### src/mfd_pkg.sv
package mfd_pkg;

    // Configuration register indexes.
    localparam logic [2:0] REG_V1_START  = 3'd0;
    localparam logic [2:0] REG_V2_START  = 3'd1;
    localparam logic [2:0] REG_V1_HEADER = 3'd2;
    localparam logic [2:0] REG_V2_HEADER = 3'd3;
    localparam logic [2:0] REG_CRC       = 3'd4;
    localparam logic [2:0] REG_SIG       = 3'd5;

    localparam int CFG_INDEX_W = 3;
    localparam int CFG_DATA_W  = 8;

    // Values after reset, as in the published frame layout.
    localparam logic [7:0] V1_START_RST  = 8'd254;
    localparam logic [7:0] V2_START_RST  = 8'd253;
    localparam logic [4:0] V1_HEADER_RST = 5'd6;
    localparam logic [4:0] V2_HEADER_RST = 5'd10;
    localparam logic [2:0] CRC_RST       = 3'd2;
    localparam logic [4:0] SIG_RST       = 5'd13;

    // Parser phases.
    localparam logic [1:0] PH_HUNT   = 2'd0;
    localparam logic [1:0] PH_HEADER = 2'd1;
    localparam logic [1:0] PH_BODY   = 2'd2;

    typedef logic [8:0] count_t;

endpackage

### src/mavlink_frame_delimiter_core.sv
// Channel   Direction  Handshake          Payload
// s_        in         s_valid/s_ready    s_rx_byte
// m_        out        m_valid/m_ready    m_frame_byte, m_frame_version, m_byte_position,
//                                         m_first_mark, m_last_mark
// cfg_      in         cfg_we             cfg_addr, cfg_data
//
// One byte is accepted per cycle; a frame byte reaches the output register in the next
// cycle. The parser state and the output register update at the same edge.
// Reset is synchronous and active low; it restores the default start values and sizes.
// The input stalls only when the output register is full and m_ready is low.
module mavlink_frame_delimiter_core (
    input  logic                             aclk,
    input  logic                             aresetn,
    input  logic                             s_valid,
    output logic                             s_ready,
    input  logic [7:0]                       s_rx_byte,
    output logic                             m_valid,
    input  logic                             m_ready,
    output logic [7:0]                       m_frame_byte,
    output logic                             m_frame_version,
    output logic [8:0]                       m_byte_position,
    output logic                             m_first_mark,
    output logic                             m_last_mark,
    input  logic                             cfg_we,
    input  logic [mfd_pkg::CFG_INDEX_W-1:0]  cfg_addr,
    input  logic [mfd_pkg::CFG_DATA_W-1:0]   cfg_data
);
    import mfd_pkg::*;

    logic [7:0] v1_start_reg;
    logic [7:0] v2_start_reg;
    logic [4:0] v1_header_reg;
    logic [4:0] v2_header_reg;
    logic [2:0] crc_reg;
    logic [4:0] sig_reg;

    logic [1:0] phase_reg, phase_next;
    logic       is_v2_reg, is_v2_next;
    count_t     pos_reg, pos_next;
    count_t     rem_reg, rem_next;
    logic [7:0] plen_reg, plen_next;
    logic       sflag_reg, sflag_next;

    logic       m_valid_reg, m_valid_next;
    logic [7:0] byte_reg;
    logic       ver_reg, ver_next;
    count_t     opos_reg, opos_next;
    logic       first_reg, first_next;
    logic       last_reg, last_next;
    logic       emit;

    logic       s_fire;
    logic [4:0] hdr_size;
    logic [4:0] hdr_end;
    count_t     pos_inc;
    logic [7:0] plen_eff;
    logic       sflag_eff;
    count_t     rem_sum;
    count_t     rem_dec;
    logic       header_done;

    assign s_ready = !m_valid_reg || m_ready;
    assign s_fire  = s_valid && s_ready;

    always_ff @(posedge aclk) begin
        if (!aresetn) begin
            v1_start_reg  <= V1_START_RST;
            v2_start_reg  <= V2_START_RST;
            v1_header_reg <= V1_HEADER_RST;
            v2_header_reg <= V2_HEADER_RST;
            crc_reg       <= CRC_RST;
            sig_reg       <= SIG_RST;
        end else if (cfg_we) begin
            case (cfg_addr)
                REG_V1_START:  v1_start_reg  <= cfg_data[7:0];
                REG_V2_START:  v2_start_reg  <= cfg_data[7:0];
                REG_V1_HEADER: v1_header_reg <= cfg_data[4:0];
                REG_V2_HEADER: v2_header_reg <= cfg_data[4:0];
                REG_CRC:       crc_reg       <= cfg_data[2:0];
                REG_SIG:       sig_reg       <= cfg_data[4:0];
                default: ;
            endcase
        end
    end

    // The length byte and the signed flag may arrive in the very cycle that ends
    // the header, so the body count is built from the incoming byte when needed.
    assign hdr_size    = is_v2_reg ? v2_header_reg : v1_header_reg;
    assign hdr_end     = (hdr_size < 5'd2) ? 5'd1 : hdr_size - 5'd1;
    assign pos_inc     = pos_reg + 9'd1;
    assign plen_eff    = (pos_inc == 9'd1) ? s_rx_byte : plen_reg;
    assign sflag_eff   = (pos_inc == 9'd2 && is_v2_reg) ? s_rx_byte[0] : sflag_reg;
    assign rem_sum     = {1'b0, plen_eff} + {6'd0, crc_reg}
                       + ((is_v2_reg && sflag_eff) ? {4'd0, sig_reg} : 9'd0);
    assign rem_dec     = rem_reg - 9'd1;
    assign header_done = pos_inc >= {4'd0, hdr_end};

    always_comb begin
        phase_next = phase_reg;
        is_v2_next = is_v2_reg;
        pos_next   = pos_reg;
        rem_next   = rem_reg;
        plen_next  = plen_reg;
        sflag_next = sflag_reg;
        emit       = 1'b0;
        ver_next   = is_v2_reg;
        opos_next  = pos_inc;
        first_next = 1'b0;
        last_next  = 1'b0;

        case (phase_reg)
            PH_HEADER: begin
                emit       = 1'b1;
                pos_next   = pos_inc;
                plen_next  = plen_eff;
                sflag_next = sflag_eff;
                if (header_done) begin
                    rem_next = rem_sum;
                    if (rem_sum == 9'd0) begin
                        last_next  = 1'b1;
                        phase_next = PH_HUNT;
                    end else begin
                        phase_next = PH_BODY;
                    end
                end
            end
            PH_BODY: begin
                emit     = 1'b1;
                pos_next = pos_inc;
                rem_next = rem_dec;
                if (rem_dec == 9'd0) begin
                    last_next  = 1'b1;
                    phase_next = PH_HUNT;
                end
            end
            default: begin
                opos_next  = 9'd0;
                first_next = 1'b1;
                if (s_rx_byte == v1_start_reg) begin
                    emit       = 1'b1;
                    is_v2_next = 1'b0;
                    ver_next   = 1'b0;
                end else if (s_rx_byte == v2_start_reg) begin
                    emit       = 1'b1;
                    is_v2_next = 1'b1;
                    ver_next   = 1'b1;
                end
                if (emit) begin
                    phase_next = PH_HEADER;
                    pos_next   = 9'd0;
                    rem_next   = 9'd0;
                    plen_next  = 8'd0;
                    sflag_next = 1'b0;
                end
            end
        endcase

        // Leaving a frame restores the idle defaults.
        if (last_next) begin
            is_v2_next = 1'b1;
            pos_next   = 9'd0;
            rem_next   = 9'd0;
            plen_next  = 8'd0;
            sflag_next = 1'b0;
        end
    end

    always_comb begin
        m_valid_next = m_valid_reg;
        if (s_fire) begin
            m_valid_next = emit;
        end else if (m_ready) begin
            m_valid_next = 1'b0;
        end
    end

    always_ff @(posedge aclk) begin
        if (!aresetn) begin
            phase_reg   <= PH_HUNT;
            is_v2_reg   <= 1'b1;
            pos_reg     <= 9'd0;
            rem_reg     <= 9'd0;
            plen_reg    <= 8'd0;
            sflag_reg   <= 1'b0;
            m_valid_reg <= 1'b0;
        end else begin
            m_valid_reg <= m_valid_next;
            if (s_fire) begin
                phase_reg <= phase_next;
                is_v2_reg <= is_v2_next;
                pos_reg   <= pos_next;
                rem_reg   <= rem_next;
                plen_reg  <= plen_next;
                sflag_reg <= sflag_next;
            end
        end
    end

    always_ff @(posedge aclk) begin
        if (s_fire && emit) begin
            byte_reg  <= s_rx_byte;
            ver_reg   <= ver_next;
            opos_reg  <= opos_next;
            first_reg <= first_next;
            last_reg  <= last_next;
        end
    end

    assign m_valid         = m_valid_reg;
    assign m_frame_byte    = byte_reg;
    assign m_frame_version = ver_reg;
    assign m_byte_position = opos_reg;
    assign m_first_mark    = first_reg;
    assign m_last_mark     = last_reg;

    a_first_at_zero: assert property (@(posedge aclk) disable iff (!aresetn)
        m_valid_reg && first_reg |-> opos_reg == 9'd0)
        else $error("start byte reported at a nonzero position");

    a_first_not_last: assert property (@(posedge aclk) disable iff (!aresetn)
        m_valid_reg |-> !(first_reg && last_reg))
        else $error("start byte marked as closing the frame");

    a_body_has_bytes: assert property (@(posedge aclk) disable iff (!aresetn)
        phase_reg == PH_BODY |-> rem_reg != 9'd0)
        else $error("body phase with nothing left to count");

    a_hunt_clean: assert property (@(posedge aclk) disable iff (!aresetn)
        phase_reg == PH_HUNT |-> pos_reg == 9'd0 && rem_reg == 9'd0 && is_v2_reg)
        else $error("hunting with stale frame state");

    a_last_to_hunt: assert property (@(posedge aclk) disable iff (!aresetn)
        s_fire && emit && last_next |=> phase_reg == PH_HUNT)
        else $error("frame closed but parser did not return to hunting");

endmodule
### config.mk
export PLATFORM = sky130hd
export DESIGN_NAME = mavlink_frame_delimiter_core
export DESIGN_NICKNAME = d
export VERILOG_FILES = /design/src/mfd_pkg.sv /design/src/mavlink_frame_delimiter_core.sv
export SDC_FILE = /design/constraint.sdc
export NUM_CORES = 1
export LEC_CHECK = 0
export ABC_AREA = 1
export BUFFER_PORTS_ARGS = -buffer_cell sky130_fd_sc_hd__buf_2
export CAP_MARGIN = 20
export CELL_PAD_IN_SITES_DETAIL_PLACEMENT = 0
export CELL_PAD_IN_SITES_GLOBAL_PLACEMENT = 1
export CORE_MARGIN = 3
export CORE_UTILIZATION = 47
export CTS_CLUSTER_DIAMETER = 150
export DETAILED_ROUTE_END_ITERATION = 8
export PLACE_DENSITY = 0.84
export SLEW_MARGIN = 15
export SYNTH_ARGS = -nofsm -noshare
export SYNTH_HDL_FRONTEND = slang
export SYNTH_SLANG_ARGS = --single-unit
export TNS_END_PERCENT = 30
### constraint.sdc
create_clock -name aclk -period 6.17 [get_ports aclk]
set_input_delay 0.617 -clock aclk [delete_from_list [all_inputs] [get_ports aclk]]
set_output_delay 0.617 -clock aclk [all_outputs]
set_load 0.05 [all_outputs]
# Word level (Yosys, flattened, before mapping)
# Cells that the tools add are included.
# Widths: inputs -> output; s select.
# totals
regBits	85
input_bits	24
out_inout_bits	22
# op_classes
addsub	5
magnitude_cmp	2
n_eq_ne	15
mux	37
n_reduce_logical	25
# op_table
operator	count
$mux 9	5
$mux 8	3
$logic_not 9->1	2
$pmux 9 s2	1
$mux 1	17
$eq 8x8->1	2
$pmux 8 s2	1
$mux 5	3
$reduce_and 2->1	7
$add 8x3->9	1
$add 9x1->9 const B	1
$add 9x5->9	1
$eq 9x1->1 const B	1
$eq 9x2->1 const B	1
$ge 9x5->1	1
$reduce_bool 3->1	3
$sub 9x1->9 const B	1
$mux 2	4
$eq 3x2->1 const B	2
$eq 3x3->1 const B	2
$ne 2x2->1 const B	3
$reduce_and 3->1	2
$lt 5x2->1 const B	1
$sub 5x1->5 const B	1
14 further kinds	18

# Logic depth before layout (Yosys ltp)
# depth
depth_word	13
mapped_depth	31
depth_no_buf	31

# Worst setup path before layout
# Ideal clock, no wire load.
# synth_path
kind	reg2reg
startpoint	reg pos_reg[0]
endpoint	reg plen_reg[0]
setup_ps	113
arrival_time_ps	4118
required_ps	6057
setup_slack_ps	1939
path_stages_with_launch	28
n_path_buf	2
period_less_slack_ps	4231
cell_sequence	dfxtp_1 -> ha_1 -> nand2_2 -> nor2_2 -> nand2_1 -> nand2_1 -> inv_2 -> nand2_4 -> nor2_8 -> nand2_4 -> clkbuf_1 -> nor2_1 -> a21oi_1 -> fa_1 -> ha_1 -> fa_1 -> xor2_1 -> nor4_1 -> nand3_1 -> nor2_4 -> nand4_4 -> nand2_4 -> nand2_4 -> nand2_4 -> buf_8 -> nand3_1 -> nand2_1 -> nor2_1
# synth_via
elab_chain_len	13
word_cells_on_any_way	20
cone_classes	add/sub: 3; order compare: 1; eq/ne: 3; mux: 8; reduce/logical: 5
# synth_rtl
item	line_no	source
start: declaration	mavlink_frame_delimiter_core.sv:39	count_t pos_reg, pos_next;
start signal: assignment	mavlink_frame_delimiter_core.sv:191	pos_reg <= pos_next;
$add 9x1->9 (*)	mavlink_frame_delimiter_core.sv:90	assign pos_inc = pos_reg + 9'd1;
via pos_inc[4]	mavlink_frame_delimiter_core.sv:55	count_t pos_inc;
parallel branches: the longest is 12 deep, another holds $add 8x3->9	--	
end signal: assignment	mavlink_frame_delimiter_core.sv:193	plen_reg <= plen_next;
end: declaration	mavlink_frame_delimiter_core.sv:41	logic [7:0] plen_reg, plen_next;
# Mark *: on every way through the listed nets, which the timed path passes.
# A chain may end at the register's enable or synchronous reset.

# Worst setup path in the final report
# layout_path
startpoint	reg pos_reg[0]
endpoint	reg plen_reg[1]
# layout_via
elab_chain_len	13
word_cells_on_any_way	20
cone_classes	add/sub: 3; order compare: 1; eq/ne: 3; mux: 8; reduce/logical: 5
# layout_rtl
item	line_no
$add 9x1->9 (*)	mavlink_frame_delimiter_core.sv:90
parallel branches: the longest is 12 deep, another holds $add 8x3->9	--
# Mark *: on every way between the ends.

==> results by group <==
Outcome
  • Outcome: finished, final reports clean

Power
  • Switch Pwr: 0.0003125 W
  • Sw frac: 0.2849
  • VDD IR max: 153.9 µV
  • Sequential Power Share: 0.535
  • Clock network fraction of total power: 0.343
  • P_leak: 2.455 nW
  • Comb power frac: 0.121
  • PD cells: 201.7 nW/µm²
  • Internal power: 0.0007844 W

Synth
  • Number of enable flip-flop cells after synthesis: 20
  • Synth top area cells: dfxtp_1, edfxtp_1, nand2_1, nand3_1, nor2_1
  • Post-Synthesis Cell Area: 4927 µm²
  • Yosys cell types: 43
  • Synthesized flop and latch total: 85
  • Mapped Avg Cell Area: 7.365 µm²
  • Mapped Cells: 669
  • Area leader, netlist: dfxtp_1
  • Post-synth top area share: 0.2641
  • Register area share after synthesis: 0.3860
  • Ys async rst share: 0
  • Synthesized Nets: 717
  • Main synth FF type: dfxtp_1
  • Synthesis Warnings: 0

Layout
  • Share of cells above drive strength 1: 0.1387
  • Final nets: 757
  • Fin util: 0.5438
  • Multi-input gate area: 2633 µm²
  • Diode count: 0
  • Synth-to-Final Area Change: 10.36%
  • Reg area: 1902 µm²
  • Post-route cell area: 5438 µm²
  • Fill cell count: 1033

Placement
  • IO Port Bufs: 45
  • Detail Placement HPWL: 9.015 mm
  • Placed cell areas: 5254 µm²
  • GPL Wtd Cong: 0.8548
  • DP Worst Slack: 1.549 ns

GRT
  • Total track usage: 0.2211
  • Global route overflow: 0
  • Number of antenna violations at the first check in global routing: 0
  • Vias in the first global route: 4070
  • Largest net degree at the start of global routing: 55
  • First-pass GRT wire length: 20.13 mm

Clock tree
  • Worst skew pair latency: 0.37 ns
  • CTS Buf Count: 9
  • Root buf cell: clkbuf_8
  • Number of hold buffers added after cts: 0
  • Clk slew on worst S/H paths: 0.10 ns
  • Max clock buf depth: 2
  • Post CTS Setup Buffer Count: 0
  • CTS H-tree depth: 3
  • TritonCTS clock tree: built
  • Post-cts sizing count: 0
  • Clock sinks: 85

Worst setup path
  • Worst R2R Path Depth: 26
  • Startpoint types: flop
  • Setup crit end kind: flop
  • WP data arrival: 4.99 ns
  • CP max FO: 17
  • Reg2reg start: pos_reg[0]$_SDFFE_PN0P_
  • Critical path type: reg -> reg
  • Worst setup startpoint: pos_reg[0]$_SDFFE_PN0P_
  • WP data required: 6.47 ns

Min path
  • HP Class: reg -> reg
  • Hold Crit Start: v2_header_reg[3]$_SDFFE_PN1P_
  • Min-Delay Path Depth: 2

Floorplan
  • Core box area: 10000 µm²
  • Die width: 108.4 µm
  • FP Rows: 36
  • Initial Utilization: 0.4927
  • Io pins: 46
  • Die Ht: 108.4 µm
  • Area of the die: 11750 µm²

Drt
  • Initial drt markers: 302
  • Detail Route Antenna Nets: 0
  • Final WL: 12.02 mm
  • WL per Instance: 14.19 µm
  • Vias: 4392
  • Vias per inst: 5.185
  • Detailed Routing Iterations Pass 1: 5
  • # DRC: 0

STA
  • Final hold slack: 0.4566 ns
  • Tmin final: 4.683 ns
  • Setup TNS: 0 ns
  • # setup viols final: 0
  • Final worst path period share: 0.7591
  • Hold Vio Cnt, Final: 0
  • PnR worst setup slack: 1.487 ns
  • Slew at the pin with the worst max-slew slack: 0.9952 ns
  • Fmax: 213.5 MHz
  • Max-slew violations: 0
  • RSZ-0062 raised after global routing: false
  • Worst slew margin: 0.3365
  • Final Skew: 0.01309 ns

Flow run
  • Max_cap viols: 0
-- critical path, stage by stage, from the launching register on --
cell and delay (ns):
dfxtp_1 0.47, ha_1 0.23, nand2_2 0.10, nor2_2 0.13, nand2_1 0.07, nand2_1 0.07, nand2_2 0.09, nor2_8 0.18
nand3_1 0.12, nand2_1 0.09, nand2_1 0.11, nor2_1 0.16, fa_1 0.43, ha_1 0.25, fa_1 0.41, xor2_1 0.19
nor4_1 0.21, nand3_1 0.18, nor2_4 0.17, nand4_4 0.16, nand2_4 0.12, nand2_4 0.09, nand2_4 0.23, nand2_1 0.11
nand2_1 0.07, nand2_1 0.04, nor2_1 0.11
-- metal layers --
metal  up-vias  wire length, µm  part of all wire  global-route usage
met4         0              170             0.014             0.06673
met3        13              547             0.046             0.03701
met5         -                0                 0                   0
li1       2243                -                 -                   -
met2       121             5684              0.47              0.3659
met1      2015             5619              0.47              0.2971
-- power groups by stage --
stage	sequential, W	clock, W	combinational (W)
detailed placement	0.000600	0	0.000133
finish	0.000587	0.000376	0.000133
CTS	0.000587	0.000386	0.000134
global placement	0.000600	0	0.000131
global route	0.000589	0.000410	0.000151
floorplan	0.000601	0	0.0000903
-- path summary, 6_finish.rpt --
kind	endpoint	slack (ns)
max	plen_reg[1]$_SDFFE_PN0P_	1.49
min	v2_header_reg[3]$_SDFFE_PN1P_	0.46
max reg2reg	plen_reg[1]$_SDFFE_PN0P_	1.49
min reg2reg	v2_header_reg[3]$_SDFFE_PN1P_	0.46
-- area by class of cell --
cell class	count	share of cell area
clock buffer	10	0.02531
clock inverter	6	0.008514
inverter	83	0.05752
multi-input combinational	483	0.4841
sequential	85	0.3497
tap	133	0.03060
timing repair buffer	47	0.04418
-- stage by stage --
| step | total power, W | instances |
|---|---|---|
| 2_1_floorplan | 0.0006914 | 669 |
| 3_3_place_gp | 0.0007310 | 831 |
| 3_5_place_dp | 0.0007333 | 831 |
| 4_1_cts | 0.001107 | 847 |
| 5_1_grt | 0.001149 | 847 |
| 6_report | 0.001097 | 847 |
-- synthesized netlist by cell type, types with 4 or more instances --
cell type	instances
inv_1	77
o21ai_0	32
a21oi_1	27
nor2_1	85
xor2_1	13
nor2_2	4
xnor2_1	13
dfxtp_1	65
nand3_1	68
a21oi_2	8
nand4_1	11
nand2_1	154
fa_1	4
inv_2	4
edfxtp_1	20
clkbuf_1	15
nand2_2	5
nor3_1	4
ha_1	20
nand2_4	7
-- cell usage in the layout, fill, tap and decap left out, drive strengths merged, types with 3 or more instances in the layout --
cell type and count:
nand3 68, fa 4, ha 20, nand2 166
o21ai 35, clkinv 5, o22ai 3, nor2 92
nand3b 3, xnor2 13, clkbuf 10, xor2 13
buf 47, inv 82, nand4 13, nor3 4
o211ai 3, a21oi 35, edfxtp 20, dfxtp 65
-- kinds of logic after synthesis --
family                   Yosys count  share of synthesized area
XOR/XNOR                          26                    0.04622
AO/OA/AOI/OAI                     80                    0.09218
buffers and inverters            101                    0.07973
multiplexers                       1                   0.002032
flip-flops                        85                     0.3860
adder cells (fa/ha/maj)           24                    0.06704
AND/OR/NAND/NOR                  352                     0.3268
No activity file was read; power rests on OpenSTA's default activity.
